`src/hw/rtl/fbpm_pkg.sv`:
```
// Shared types and constants for the frame buffer pool manager.
// No dependencies; compiled first.
package fbpm_pkg;

  localparam int NUM_BUFFERS = 16;
  localparam int ID_W        = 4;
  localparam int LEVEL_W     = 5;
  localparam int FUNC_W      = 2;
  localparam int STATUS_W    = 2;
  localparam int CNT_W       = $clog2(NUM_BUFFERS + 1);
  localparam int PTR_W       = $clog2(NUM_BUFFERS);
  // Pool size after reset: sixteen buffers, saturated to the store depth
  localparam int INIT_N      = (NUM_BUFFERS < 16) ? NUM_BUFFERS : 16;

  typedef enum logic [FUNC_W-1:0] {
    FUNC_ALLOC   = 2'd0,
    FUNC_STORE   = 2'd1,
    FUNC_LOAD    = 2'd2,
    FUNC_RELEASE = 2'd3
  } func_e;

  typedef enum logic [STATUS_W-1:0] {
    ST_OK        = 2'd0,
    ST_RECLAIMED = 2'd1,
    ST_NONE      = 2'd2,
    ST_FULL      = 2'd3
  } status_e;

  // Free stack controls and status
  typedef struct packed {
    logic             init;
    logic [CNT_W-1:0] init_n;
    logic             push;
    logic             pop;
    logic [ID_W-1:0]  wr_id;
  } fs_ctrl_t;

  typedef struct packed {
    logic [CNT_W-1:0] count;
    logic [ID_W-1:0]  top_id;
  } fs_stat_t;

  // Work queue controls and status
  typedef struct packed {
    logic            init;
    logic            push;
    logic            pop;
    logic [ID_W-1:0] wr_id;
  } wq_ctrl_t;

  typedef struct packed {
    logic [CNT_W-1:0] count;
    logic [ID_W-1:0]  head_id;
  } wq_stat_t;

endpackage

```
`src/hw/rtl/fbpm_if.sv`:
```
// Valid/ready channel interfaces for the operation and result items.
// Depends on fbpm_pkg for field widths.
interface fbpm_in_if;
  import fbpm_pkg::*;

  logic                valid;
  logic                ready;
  logic [FUNC_W-1:0]   func;
  logic [ID_W-1:0]     buffer_id;

  modport source (output valid, output func, output buffer_id, input ready);
  modport sink   (input valid, input func, input buffer_id, output ready);
endinterface

interface fbpm_out_if;
  import fbpm_pkg::*;

  logic                valid;
  logic                ready;
  logic [ID_W-1:0]     result_id;
  logic [STATUS_W-1:0] status;
  logic [LEVEL_W-1:0]  free_level;
  logic [LEVEL_W-1:0]  queued_level;

  modport source (output valid, output result_id, output status, output free_level,
                  output queued_level, input ready);
  modport sink   (input valid, input result_id, input status, input free_level,
                  input queued_level, output ready);
endinterface

```
`src/hw/rtl/fbpm_free_stack.sv`:
```
// Last-in-first-out free buffer stack held in flip-flops, with its fill count.
// Depends on fbpm_pkg.
module fbpm_free_stack (
  input  logic               clk_i,
  input  logic               rst_ni,
  input  fbpm_pkg::fs_ctrl_t ctrl_i,
  output fbpm_pkg::fs_stat_t stat_o
);
  import fbpm_pkg::*;

  logic [ID_W-1:0]  stack_q [NUM_BUFFERS];
  logic [CNT_W-1:0] count_q, count_d;
  logic [PTR_W-1:0] wr_idx;
  logic [PTR_W-1:0] top_idx;

  // Push lands at the count, the top sits one below
  assign wr_idx  = count_q[PTR_W-1:0];
  assign top_idx = PTR_W'(wr_idx - 1'b1);

  assign stat_o.count  = count_q;
  assign stat_o.top_id = stack_q[top_idx];

  // Advance the fill count
  always_comb begin
    count_d = count_q;
    priority if (ctrl_i.init) begin
      count_d = ctrl_i.init_n;
    end else if (ctrl_i.pop) begin
      count_d = CNT_W'(count_q - 1'b1);
    end else if (ctrl_i.push) begin
      count_d = CNT_W'(count_q + 1'b1);
    end
  end

  // Refill with ids in order on init, write the pushed id otherwise
  always_ff @(posedge clk_i or negedge rst_ni) begin
    if (!rst_ni) begin
      count_q <= CNT_W'(INIT_N);
      for (int i = 0; i < NUM_BUFFERS; i++) begin
        stack_q[i] <= ID_W'(i);
      end
    end else begin
      count_q <= count_d;
      if (ctrl_i.init) begin
        for (int i = 0; i < NUM_BUFFERS; i++) begin
          stack_q[i] <= ID_W'(i);
        end
      end else if (ctrl_i.push) begin
        stack_q[wr_idx] <= ctrl_i.wr_id;
      end
    end
  end

endmodule

```
`src/hw/rtl/fbpm_work_queue.sv`:
```
// First-in-first-out work queue of filled buffer ids, with head, tail and count.
// Depends on fbpm_pkg.
module fbpm_work_queue (
  input  logic               clk_i,
  input  logic               rst_ni,
  input  fbpm_pkg::wq_ctrl_t ctrl_i,
  output fbpm_pkg::wq_stat_t stat_o
);
  import fbpm_pkg::*;

  logic [ID_W-1:0]  mem_q [NUM_BUFFERS];
  logic [PTR_W-1:0] head_q, head_d;
  logic [PTR_W-1:0] tail_q, tail_d;
  logic [CNT_W-1:0] count_q, count_d;
  logic [PTR_W-1:0] head_inc, tail_inc;

  // Wrap pointers at the queue depth
  assign head_inc = (head_q == PTR_W'(NUM_BUFFERS - 1)) ? '0 : PTR_W'(head_q + 1'b1);
  assign tail_inc = (tail_q == PTR_W'(NUM_BUFFERS - 1)) ? '0 : PTR_W'(tail_q + 1'b1);

  assign stat_o.count   = count_q;
  assign stat_o.head_id = mem_q[head_q];

  // Advance pointers and count
  always_comb begin
    head_d  = head_q;
    tail_d  = tail_q;
    count_d = count_q;
    priority if (ctrl_i.init) begin
      head_d  = '0;
      tail_d  = '0;
      count_d = '0;
    end else if (ctrl_i.pop) begin
      head_d  = head_inc;
      count_d = CNT_W'(count_q - 1'b1);
    end else if (ctrl_i.push) begin
      tail_d  = tail_inc;
      count_d = CNT_W'(count_q + 1'b1);
    end
  end

  always_ff @(posedge clk_i or negedge rst_ni) begin
    if (!rst_ni) begin
      head_q  <= '0;
      tail_q  <= '0;
      count_q <= '0;
    end else begin
      head_q  <= head_d;
      tail_q  <= tail_d;
      count_q <= count_d;
    end
  end

  // Write the stored id at the tail
  always_ff @(posedge clk_i) begin
    if (ctrl_i.push && !ctrl_i.init) begin
      mem_q[tail_q] <= ctrl_i.wr_id;
    end
  end

endmodule

```
`src/hw/rtl/frame_buffer_pool_manager.sv`:
```
// Channel   | Dir | Payload                                         | Handshake
// item_i    | in  | func, buffer_id                                 | valid/ready
// result_o  | out | result_id, status, free_level, queued_level     | valid/ready
// cfg       | in  | cfg_wdata_i (pool size)                         | cfg_we_i
//
// One item per cycle while the result is not stalled: an input register, a decode/update step, a result register.
// An accepted item waits in the input register until it fires; its result is then registered.
// The stores update as the result register loads, so the next item sees the new state.
// A stalled result holds the input register; ready drops only when both are full.
// Reset fills the free stack with ids 0..15 (15 on top) and empties the queue.
// Top level of the buffer pool manager; depends on fbpm_pkg, fbpm_if,
// fbpm_free_stack and fbpm_work_queue.
module frame_buffer_pool_manager (
  input  logic                           clk_i,
  input  logic                           rst_ni,
  fbpm_in_if.sink                        item_i,
  fbpm_out_if.source                     result_o,
  input  logic                           cfg_we_i,
  input  logic [fbpm_pkg::LEVEL_W-1:0]   cfg_wdata_i
);
  import fbpm_pkg::*;

  // Input register
  logic              in_vld_q;
  logic [FUNC_W-1:0] in_func_q;
  logic [ID_W-1:0]   in_id_q;

  // Result register
  logic               out_vld_q;
  logic [ID_W-1:0]    rid_q, rid_d;
  status_e            status_q, status_d;
  logic [LEVEL_W-1:0] free_lvl_q, free_lvl_d;
  logic [LEVEL_W-1:0] queued_lvl_q, queued_lvl_d;

  logic     fire;
  logic     in_take;
  logic     pool_init;
  logic [CNT_W-1:0] pool_n;
  fs_ctrl_t fs_ctrl;
  fs_stat_t fs_stat;
  wq_ctrl_t wq_ctrl;
  wq_stat_t wq_stat;
  logic     fs_empty, fs_full, wq_empty, wq_full;

  fbpm_free_stack u_free_stack (
    .clk_i  (clk_i),
    .rst_ni (rst_ni),
    .ctrl_i (fs_ctrl),
    .stat_o (fs_stat)
  );

  fbpm_work_queue u_work_queue (
    .clk_i  (clk_i),
    .rst_ni (rst_ni),
    .ctrl_i (wq_ctrl),
    .stat_o (wq_stat)
  );

  // Handshake: process when the result slot is free or being drained
  assign fire         = in_vld_q && (!out_vld_q || result_o.ready);
  assign item_i.ready = !in_vld_q || fire;
  assign in_take      = item_i.valid && item_i.ready;

  // Pool size write: zero is ignored, oversize saturates
  assign pool_init = cfg_we_i && (cfg_wdata_i != '0);
  assign pool_n    = (32'(cfg_wdata_i) > NUM_BUFFERS) ? CNT_W'(NUM_BUFFERS)
                                                      : CNT_W'(cfg_wdata_i);

  assign fs_empty = (fs_stat.count == '0);
  assign fs_full  = (fs_stat.count == CNT_W'(NUM_BUFFERS));
  assign wq_empty = (wq_stat.count == '0);
  assign wq_full  = (wq_stat.count == CNT_W'(NUM_BUFFERS));

  // Decode the held item into store controls and the result
  always_comb begin
    logic [CNT_W-1:0] free_next;
    logic [CNT_W-1:0] queued_next;

    fs_ctrl        = '0;
    wq_ctrl        = '0;
    fs_ctrl.init   = pool_init;
    fs_ctrl.init_n = pool_n;
    fs_ctrl.wr_id  = in_id_q;
    wq_ctrl.init   = pool_init;
    wq_ctrl.wr_id  = in_id_q;
    rid_d          = '0;
    status_d       = ST_OK;

    unique case (func_e'(in_func_q))
      FUNC_ALLOC: begin
        if (!fs_empty) begin
          fs_ctrl.pop = fire;
          rid_d       = fs_stat.top_id;
        end else if (!wq_empty) begin
          wq_ctrl.pop = fire;
          rid_d       = wq_stat.head_id;
          status_d    = ST_RECLAIMED;
        end else begin
          status_d    = ST_NONE;
        end
      end
      FUNC_STORE: begin
        if (wq_full) begin
          status_d     = ST_FULL;
        end else begin
          wq_ctrl.push = fire;
        end
      end
      FUNC_LOAD: begin
        if (!wq_empty) begin
          wq_ctrl.pop = fire;
          rid_d       = wq_stat.head_id;
        end else begin
          status_d    = ST_NONE;
        end
      end
      FUNC_RELEASE: begin
        if (fs_full) begin
          status_d     = ST_FULL;
        end else begin
          fs_ctrl.push = fire;
        end
      end
    endcase

    // Levels after this item
    free_next   = fs_stat.count;
    queued_next = wq_stat.count;
    if (fs_ctrl.pop) begin
      free_next = CNT_W'(fs_stat.count - 1'b1);
    end else if (fs_ctrl.push) begin
      free_next = CNT_W'(fs_stat.count + 1'b1);
    end
    if (wq_ctrl.pop) begin
      queued_next = CNT_W'(wq_stat.count - 1'b1);
    end else if (wq_ctrl.push) begin
      queued_next = CNT_W'(wq_stat.count + 1'b1);
    end
    free_lvl_d   = LEVEL_W'(free_next);
    queued_lvl_d = LEVEL_W'(queued_next);
  end

  // Control: input and result valid flags
  always_ff @(posedge clk_i or negedge rst_ni) begin
    if (!rst_ni) begin
      in_vld_q  <= 1'b0;
      out_vld_q <= 1'b0;
    end else begin
      if (in_take) begin
        in_vld_q <= 1'b1;
      end else if (fire) begin
        in_vld_q <= 1'b0;
      end
      if (fire) begin
        out_vld_q <= 1'b1;
      end else if (result_o.ready) begin
        out_vld_q <= 1'b0;
      end
    end
  end

  // Payload: capture the item, then the result
  always_ff @(posedge clk_i) begin
    if (in_take) begin
      in_func_q <= item_i.func;
      in_id_q   <= item_i.buffer_id;
    end
    if (fire) begin
      rid_q        <= rid_d;
      status_q     <= status_d;
      free_lvl_q   <= free_lvl_d;
      queued_lvl_q <= queued_lvl_d;
    end
  end

  assign result_o.valid        = out_vld_q;
  assign result_o.result_id    = rid_q;
  assign result_o.status       = status_q;
  assign result_o.free_level   = free_lvl_q;
  assign result_o.queued_level = queued_lvl_q;

endmodule

```
`src/flat_wrapper.sv`:
```
// flat-port wrapper written by rule: the top's interface ports become plain ports
module frame_buffer_pool_manager_flat import fbpm_pkg::*;
  (clk_i, rst_ni, cfg_we_i, cfg_wdata_i, item_i_valid, item_i_func, item_i_buffer_id, item_i_ready, result_o_valid, result_o_result_id, result_o_status, result_o_free_level, result_o_queued_level, result_o_ready);
  fbpm_in_if item_i_i ();
  fbpm_out_if result_o_i ();
  input  logic clk_i;
  input  logic rst_ni;
  input  logic cfg_we_i;
  input  logic [fbpm_pkg::LEVEL_W-1:0] cfg_wdata_i;
  input wire logic [$bits(item_i_i.valid)-1:0] item_i_valid;
  input wire logic [$bits(item_i_i.func)-1:0] item_i_func;
  input wire logic [$bits(item_i_i.buffer_id)-1:0] item_i_buffer_id;
  output wire logic [$bits(item_i_i.ready)-1:0] item_i_ready;
  output wire logic [$bits(result_o_i.valid)-1:0] result_o_valid;
  output wire logic [$bits(result_o_i.result_id)-1:0] result_o_result_id;
  output wire logic [$bits(result_o_i.status)-1:0] result_o_status;
  output wire logic [$bits(result_o_i.free_level)-1:0] result_o_free_level;
  output wire logic [$bits(result_o_i.queued_level)-1:0] result_o_queued_level;
  input wire logic [$bits(result_o_i.ready)-1:0] result_o_ready;
  assign item_i_i.valid = item_i_valid;
  assign item_i_i.func = item_i_func;
  assign item_i_i.buffer_id = item_i_buffer_id;
  assign item_i_ready = item_i_i.ready;
  assign result_o_valid = result_o_i.valid;
  assign result_o_result_id = result_o_i.result_id;
  assign result_o_status = result_o_i.status;
  assign result_o_free_level = result_o_i.free_level;
  assign result_o_queued_level = result_o_i.queued_level;
  assign result_o_i.ready = result_o_ready;
  frame_buffer_pool_manager u_core (.clk_i(clk_i), .rst_ni(rst_ni), .item_i(item_i_i), .result_o(result_o_i), .cfg_we_i(cfg_we_i), .cfg_wdata_i(cfg_wdata_i));
endmodule
```
`config.mk`:
```
export PLATFORM = sky130hd
export DESIGN_NAME = frame_buffer_pool_manager_flat
export DESIGN_NICKNAME = d
export VERILOG_FILES = /design/src/hw/rtl/fbpm_pkg.sv /design/src/hw/rtl/fbpm_if.sv /design/src/hw/rtl/fbpm_free_stack.sv /design/src/hw/rtl/fbpm_work_queue.sv /design/src/hw/rtl/frame_buffer_pool_manager.sv /design/src/flat_wrapper.sv
export SDC_FILE = /design/constraint.sdc
export NUM_CORES = 1
export LEC_CHECK = 0
export ABC_CLOCK_PERIOD_IN_PS = 4150
export BUFFER_PORTS_ARGS = -buffer_cell sky130_fd_sc_hd__buf_2
export CORE_MARGIN = 2
export CORE_UTILIZATION = 44
export DETAILED_ROUTE_END_ITERATION = 10
export PLACE_DENSITY = 0.67
export REMOVE_ABC_BUFFERS = 1
export SETUP_SLACK_MARGIN = 0.5
export SYNTH_ARGS = -nofsm -noshare
export SYNTH_HDL_FRONTEND = slang
export SYNTH_SLANG_ARGS = --single-unit
```
`constraint.sdc`:
```
create_clock -name clk_i -period 4.15 [get_ports clk_i]
set_input_delay 0.415 -clock clk_i [delete_from_list [all_inputs] [get_ports clk_i]]
set_output_delay 0.415 -clock clk_i [all_outputs]
set_load 0.02 [all_outputs]
```
==> results of run 1 <==
==> cells by family after synthesis <==
group | share of synthesized area [%]
and+or+nand+nor | 12.9
DFF | 58.4
AOI/OAI and AO/OA | 8.72
muxes | 14.4
buffers and inverters | 2.83
adders and majority gates | 1.86
xor gates and xnor gates | 0.974
==> cells in the final DEF, fill, tap and decap left out, types with 4 or more instances in the layout <==
master	netlist	layout
ha_1	12	12
a21oi_1	38	38
nand3_1	33	33
nor3_1	9	9
dfstp_2	33	33
buf_4	0	9
dfrtp_1	51	51
o21ai_0	60	60
nor2_1	29	29
and3_1	11	11
inv_1	10	10
mux4_2	29	29
xnor2_1	6	6
or3_1	4	4
nand2_1	95	95
edfxtp_1	86	86
bufinv_16	0	4
and2_1	15	15
nand2b_1	5	5
clkbuf_16	0	17
nor2b_1	5	5
mux4_1	9	9
mux2i_1	26	26
o22ai_1	4	4
buf_2	6	32
==> metal layers <==
metal	vias to the layer above	GRT usage, %	routed length (µm)
met5	-	0	0
met3	31	3.92	1340
met1	2752	27.7	7920
met4	0	7.74	462
li1	2450	-	-
met2	250	31.7	9210
==> power by group <==
| part | internal, mW | switching, mW |
|---|---|---|
| clock | 1.02 | 0.640 |
| combinational | 0.269 | 0.420 |
| sequential | 1.85 | 0.0711 |
| total | 3.14 | 1.13 |
==> worst register-to-register path: stages, from the launching register on <==
cell and delay [ps]:
dfrtp_1 330, buf_4 320, inv_1 170, ha_1 800
mux4_1 440, mux4_2 490, a221oi_1 280, o21ai_1 100
==> state kept, by name, summed over array words and instances (netlist names) <==
name / cells
u_core.u_free_stack.stack_q: 64
u_core.u_work_queue.mem_q: 64
u_core.result_o.free_level: 5
u_core.result_o.queued_level: 5
u_core.u_free_stack.count_q: 5
u_core.u_work_queue.count_q: 5
u_core.in_id_q: 4
u_core.result_o.result_id: 4
u_core.u_work_queue.head_q: 4
u_core.u_work_queue.tail_q: 4
u_core.in_func_q: 2
u_core.result_o.status: 2
u_core.in_vld_q: 1
u_core.result_o.valid: 1
==> final cells by class <==
type | count | area (µm²) | share of cell area, %
clock buffer | 20 | 447 | 4.94
clock inverter | 12 | 171 | 1.90
inverter | 11 | 41.3 | 0.457
multi-input combinational | 430 | 3140 | 34.7
sequential | 170 | 4730 | 52.3
tap | 229 | 287 | 3.17
timing repair buffer | 41 | 228 | 2.52
==> stage by stage <==
step / hold WS (ps) / setup WS, ps / utilization [%]
after floorplan: 119 / 801 / -
after global placement: 495 / 1160 / 46.7
after detailed placement: 498 / 986 / 46.7
after CTS: 151 / 983 / 50.1
after global routing: 160 / 728 / 50.1
final: 147 / 964 / 50.1
==> final timing paths <==
kind,cells past startpoint,end,slack (ps),from
setup / recovery,7,u_core.result_o.result_id[2]$_SDFFCE_PP0N_,960,u_core.u_free_stack.count_q[0]$_DFF_PN0_
hold / removal,1,u_core.u_free_stack.count_q[3]$_DFF_PN0_,150,rst_ni
setup reg to reg,7,u_core.result_o.result_id[2]$_SDFFCE_PP0N_,960,u_core.u_free_stack.count_q[0]$_DFF_PN0_
hold reg to reg,2,u_core.u_free_stack.stack_q[56]$_DFFE_PN1P_,510,u_core.u_free_stack.stack_q[56]$_DFFE_PN1P_
max in group asynchronous,1,u_core.u_free_stack.stack_q[63]$_DFFE_PN0P_,3260,rst_ni
min in group clk_i,1,u_core.in_id_q[2]$_DFFE_PP_,170,item_i_buffer_id[2]
==> summary.md, run 1 <==
| Metric | Value |
|---|---|
| Routed wire length | 18.9 mm |
| Static leakage | 3.40 nW |
| Type of origin of the critical path | flip-flop |
| Clk sinks | between 150 and 200 |
| Gr usage total | 20.1% |
| Post-synthesis async set-or-reset flop share | approximately half |
| Post-route ant nets | 0 |
| Placed cell areas | between 8000 and 9000 µm² |
| Num CTS Buffers | 17 |
| Layout fillers | 1479 |
| Arr. time, crit path | 3370 ps |
| Hpwl dp | 12.3 mm |
| DRC viols | 0 |
| Power Total | between 4 and 5 mW |
| Synth top area cells | edfxtp_1 (32%), dfrtp_1 (16%), dfstp_2 (11%) |
| Number of global-route vias before repair | around 5.4k |
| Cell Chain, Critical Path | buf_4, inv_1, ha_1, mux4_1, mux4_2, a221oi_1, o21ai_1 |
| RSZ-0062 raised after global routing | no |
| Htree depth | 4 |
| Clk_lat worst skew | 430 ps |
| Die Width | 140 µm |
| Starting Density | 44.9% |
| Synth area leader | edfxtp_1 |
| Worst Path Buf+Inv | 2 |
| Yosys reg bits | 170 |
| Post-route insts no fill | 913 |
| Layout cells sized above 1 | 20.3% |
| Peak Freq | 314 MHz |
| Crit. End Element | flip-flop |
| Core Area | between 15000 and 20000 µm² |
| Fin nets | 699 |
| Post-CTS Setup Inserts | 0 |
| Largest net degree at the start of global routing | 85 |
| Avg Vias per Cell | 6.01 |
| Critical path's largest stage delay | 800 ps |
| Post-route setup TNS | 0 ps |
| Commonest cells in the netlist | nand2_1 (95), edfxtp_1 (86), o21ai_0 (60), dfrtp_1 (51), a21oi_1 (38) |
| CTS tree | built |
| Worst EP required | about 4300 ps |
| Status | finished clean |
| ANT cells | 0 |
| Power density cells | 473 nW/µm² |
| DR pass1 iterations | 8 |
| Mapped Cells | 655 |
| # resized after CTS | 0 |
| Via Count | 5483 |
| Worst Hold Class | input pin to asynchronous set/reset pin |
| CTS root buf | clkbuf_16 |
| Height of the die | 140 µm |
| Crit path time final | around 3200 ps |
| Final GP Congestion | approximately 0.90 |
| Final Cell Area | 9040 µm² |
| Cts hold-fix bufs | 0 |
| Clk buf depth | 2 |
| Count leader, synth | nand2_1 |
| Worst-path clk slew | around 70 ps |
| Yosys top cell area share | 31.9% |
| Final Hold Viols | 0 |
| Layout Area Growth over Synthesis | 11.7% |
| Routed wire per std cell | 20.7 µm |
| Ports | 34 |
| Synthesized area per cell | 12.4 µm² |
| Max FO, Critical Path | 23 |
| EDFF count, synth | between 80 and 90 |
| I/O Buffers | 33 |
| Final Max Slew Viols | 0 |
| Crit Path Category | flip-flop to flip-flop |
| Synth Flop Type | edfxtp_1 |
| GR Overflow Total | 0 |
| Period utilization | 76.8% |
| Slowest CP cell | ha_1 |
| Slew headroom | 27.5% |
| Cell variety after synth | 54 |
| First-iteration detailed-routing DRC count | roughly 700 |
| Slew @ Worst Pin | 1090 ps |
| Seq/Total Area, Yosys | 58.4% |
| Synth Cell Area | between 8000 and 9000 µm² |
| Yosys warns | 0 |
| Die area | 19500 µm² |
| Peak supply drop | 0.000375 V |
| CP delay by family, top | multiplexers |
| First-pass GRT wire length | between 30 and 40 mm |
| # setup viols final | 0 |
| Initial antenna violation count | 0 |
| # placed instances | about 880 |
| Row count | 49 |
| Max-Cap Viols | 0 |
| Clock skew | 8.27 ps |
(Power assumes the default switching activity.)
==> inputs of run 2 (changes only) <==
Settings changed: ABC_CLOCK_PERIOD_IN_PS 4150 to 3350.
Clock period 4.15 ns to 3.35 ns, I/O delays scaled along.
==> run 2 against run 1 <==
Die area unchanged. Maximum frequency up 21%. First-iteration DRC count down 37%. Combinational power up 29%. Largest cell class unchanged. Largest power group unchanged.
==> summary.md, run 2 (same netlist as run 1, synthesis figures left out) <==
| Metric | Value |
|---|---|
| Num CTS Buffers | 17 (unchanged) |
| Worst EP required | 3530 ps (-800 ps) |
| Crit. End Element | flip-flop |
| ANT cells | 0 (unchanged) |
| Htree depth | 4 (unchanged) |
| Row count | 49 (unchanged) |
| Height of the die | 140 µm (unchanged) |
| Gr usage total | 19.9% (-0.15 points) |
| Die Width | 140 µm (unchanged) |
| Worst Hold Class | input pin to asynchronous set/reset pin |
| Slew @ Worst Pin | 1240 ps (+156 ps) |
| Placed cell areas | 8460 µm² (+0.45%) |
| Power density cells | 585 nW/µm² (+24%) |
| Period utilization | 78.9% (+2.1 points) |
| # setup viols final | 0 (unchanged) |
| Worst-path clk slew | 60 ps (about the same) |
| First-pass GRT wire length | 29.9 mm (-1.5%) |
| Top flop regs | u_core.u_free_stack.stack_q: 64 flops, u_core.u_work_queue.mem_q: 64 flops |
| Layout fillers | 1511 (+2.2%) |
| Ports | 34 (unchanged) |
| Initial antenna violation count | 0 (unchanged) |
| Clk_lat worst skew | 430 ps (about the same) |
| Max FO, Critical Path | 13 (-43%) |
| Peak Freq | 378 MHz (+21%) |
| Crit path time final | 2640 ps (-543 ps) |
| Type of origin of the critical path | flip-flop |
| Largest net degree at the start of global routing | 85 (unchanged) |
| Post-route insts no fill | 918 (+0.55%) |
| Met1 usage | 27.5% (-0.22 points) |
| RSZ-0062 raised after global routing | no |
| Final Hold Viols | 0 (unchanged) |
| Most common cell after layout, fill and taps aside | nand2_1 |
| Number of global-route vias before repair | 5477 (+0.81%) |
| Met3 Usage GRT | 3.37% (-0.55 points) |
| I/O Buffers | 33 (unchanged) |
| First-iteration detailed-routing DRC count | 442 (-37%) |
| Static leakage | 3.41 nW (+0.26%) |
| CTS tree | built |
| Layout cells sized above 1 | 21.3% (+1.0 points) |
| Final GP Congestion | 0.897 (-0.13%) |
| GRT Max-Usage Layer | met2 |
| # placed instances | 886 (+0.57%) |
| Most frequent cells in the layout | nand2_1 (95), edfxtp_1 (86), o21ai_0 (60), dfrtp_1 (51), a21oi_1 (38) |
| Clock skew | 7.99 ps (-0.277 ps) |
| Starting Density | 44.9% (unchanged) |
| FF-to-FF path depth | 6 (-1) |
| Routed wire length | 18.5 mm (-2.0%) |
| Setup ws final | 708 ps (-257 ps) |
| Max-Cap Viols | 0 (unchanged) |
| Peak supply drop | 0.000357 V (-4.7%) |
| Clk sinks | 170 (unchanged) |
| Met2 Usage GRT | 30.8% (-0.88 points) |
| Cts hold-fix bufs | 0 (unchanged) |
| Via Count | 5518 (+0.64%) |
| Final Max Slew Viols | 0 (unchanged) |
| Core Area | 18000 µm² (unchanged) |
| DRC viols | 0 (unchanged) |
| Final Cell Area | 9080 µm² (+0.51%) |
| Fin nets | 704 (+0.72%) |
| Crit Path Category | flip-flop to flip-flop |
| Clk buf depth | 2 (unchanged) |
| Avg Vias per Cell | 6.01 (about the same) |
| Arr. time, crit path | 2820 ps (-550 ps) |
| Register area | 4730 µm² (unchanged) |
| Area of the multi-input gates | 3140 µm² (about the same) |
| Hpwl dp | 12.4 mm (+0.25%) |
| Hold_ws | 77.0 ps (-70.1 ps) |
| Power Total | 5.32 mW (+24%) |
| Post-route ant nets | 0 (unchanged) |
| Post-route setup TNS | 0 ps (unchanged) |
| GR Overflow Total | 0 (unchanged) |
| Slew headroom | 17.1% (-10 points) |
| DR pass1 iterations | 5 (-3) |
| Worst slack at placement | 655 ps (-331 ps) |
| Routed wire per std cell | 20.2 µm (-2.6%) |
| Die area | 19500 µm² (unchanged) |
| Status | finished clean |
| Finished Core Util | 50.4% (+0.26 points) |
| CTS root buf | clkbuf_16 |
| Layout Area Growth over Synthesis | 12.3% |
[run 2: cell types whose count changed in the layout (fill, tap and decap cells not counted)]
cell / before / now
clkinv_4: 2 / 0
clkinv_1: 3 / 1
inv_8: 0 / 1
clkinvlp_2: 0 / 1
clkbuf_8: 1 / 0
buf_4: 9 / 14
ha_1: 12 / 11
clkinvlp_4: 1 / 5
inv_6: 1 / 2
ha_2: 0 / 1
clkinv_2: 2 / 0
[run 2: worst paths after layout]
check,startpoint,to,slack [ps]
max,u_core.u_free_stack.count_q[1]$_DFF_PN0_,u_core.result_o.result_id[1]$_SDFFCE_PP0N_,710
min,rst_ni,u_core.u_free_stack.count_q[3]$_DFF_PN0_,80
max reg2reg,u_core.u_free_stack.count_q[1]$_DFF_PN0_,u_core.result_o.result_id[1]$_SDFFCE_PP0N_,710
min reg2reg,u_core.u_free_stack.stack_q[27]$_DFFE_PN1P_,u_core.u_free_stack.stack_q[27]$_DFFE_PN1P_,510
max in group asynchronous,rst_ni,u_core.u_work_queue.count_q[4]$_DFF_PN0_,2580
min in group clk_i,item_i_buffer_id[0],u_core.in_id_q[0]$_DFFE_PP_,80
[run 2: per-layer routing]
layer	wire length, µm	up-vias
li1	-	2468
met1	8010	2787
met2	8690	217
met3	1170	46
met4	670	0
met5	0	-
[run 2: layout make-up]
cell class	instances	share of cell area (%)
clock inverter	13	2.11
sequential	170	52.0
inverter	11	0.454
tap	229	3.15
timing repair buffer	46	2.92
multi-input combinational	430	34.6
clock buffer	19	4.77
[run 2: repair_timing]
item / 4_1_cts / 5_1_grt
resized for setup: 0 / 1
buffers inserted: 0 / 0
endpoints found under the hold margin: 0 / 0
endpoints found under the setup margin: 0 / 1
[run 2: worst max-delay path, cell delays in order (launching register included)]
cell and delay, ps:
dfrtp_1 490, inv_1 130, ha_2 510, mux4_2 360, mux4_2 480, a221oi_1 310
o21ai_1 90
[run 2: where the power goes]
group          internal (mW)  switching (mW)
logic                  0.347           0.539
clock network           1.25           0.811
registers               2.30          0.0706
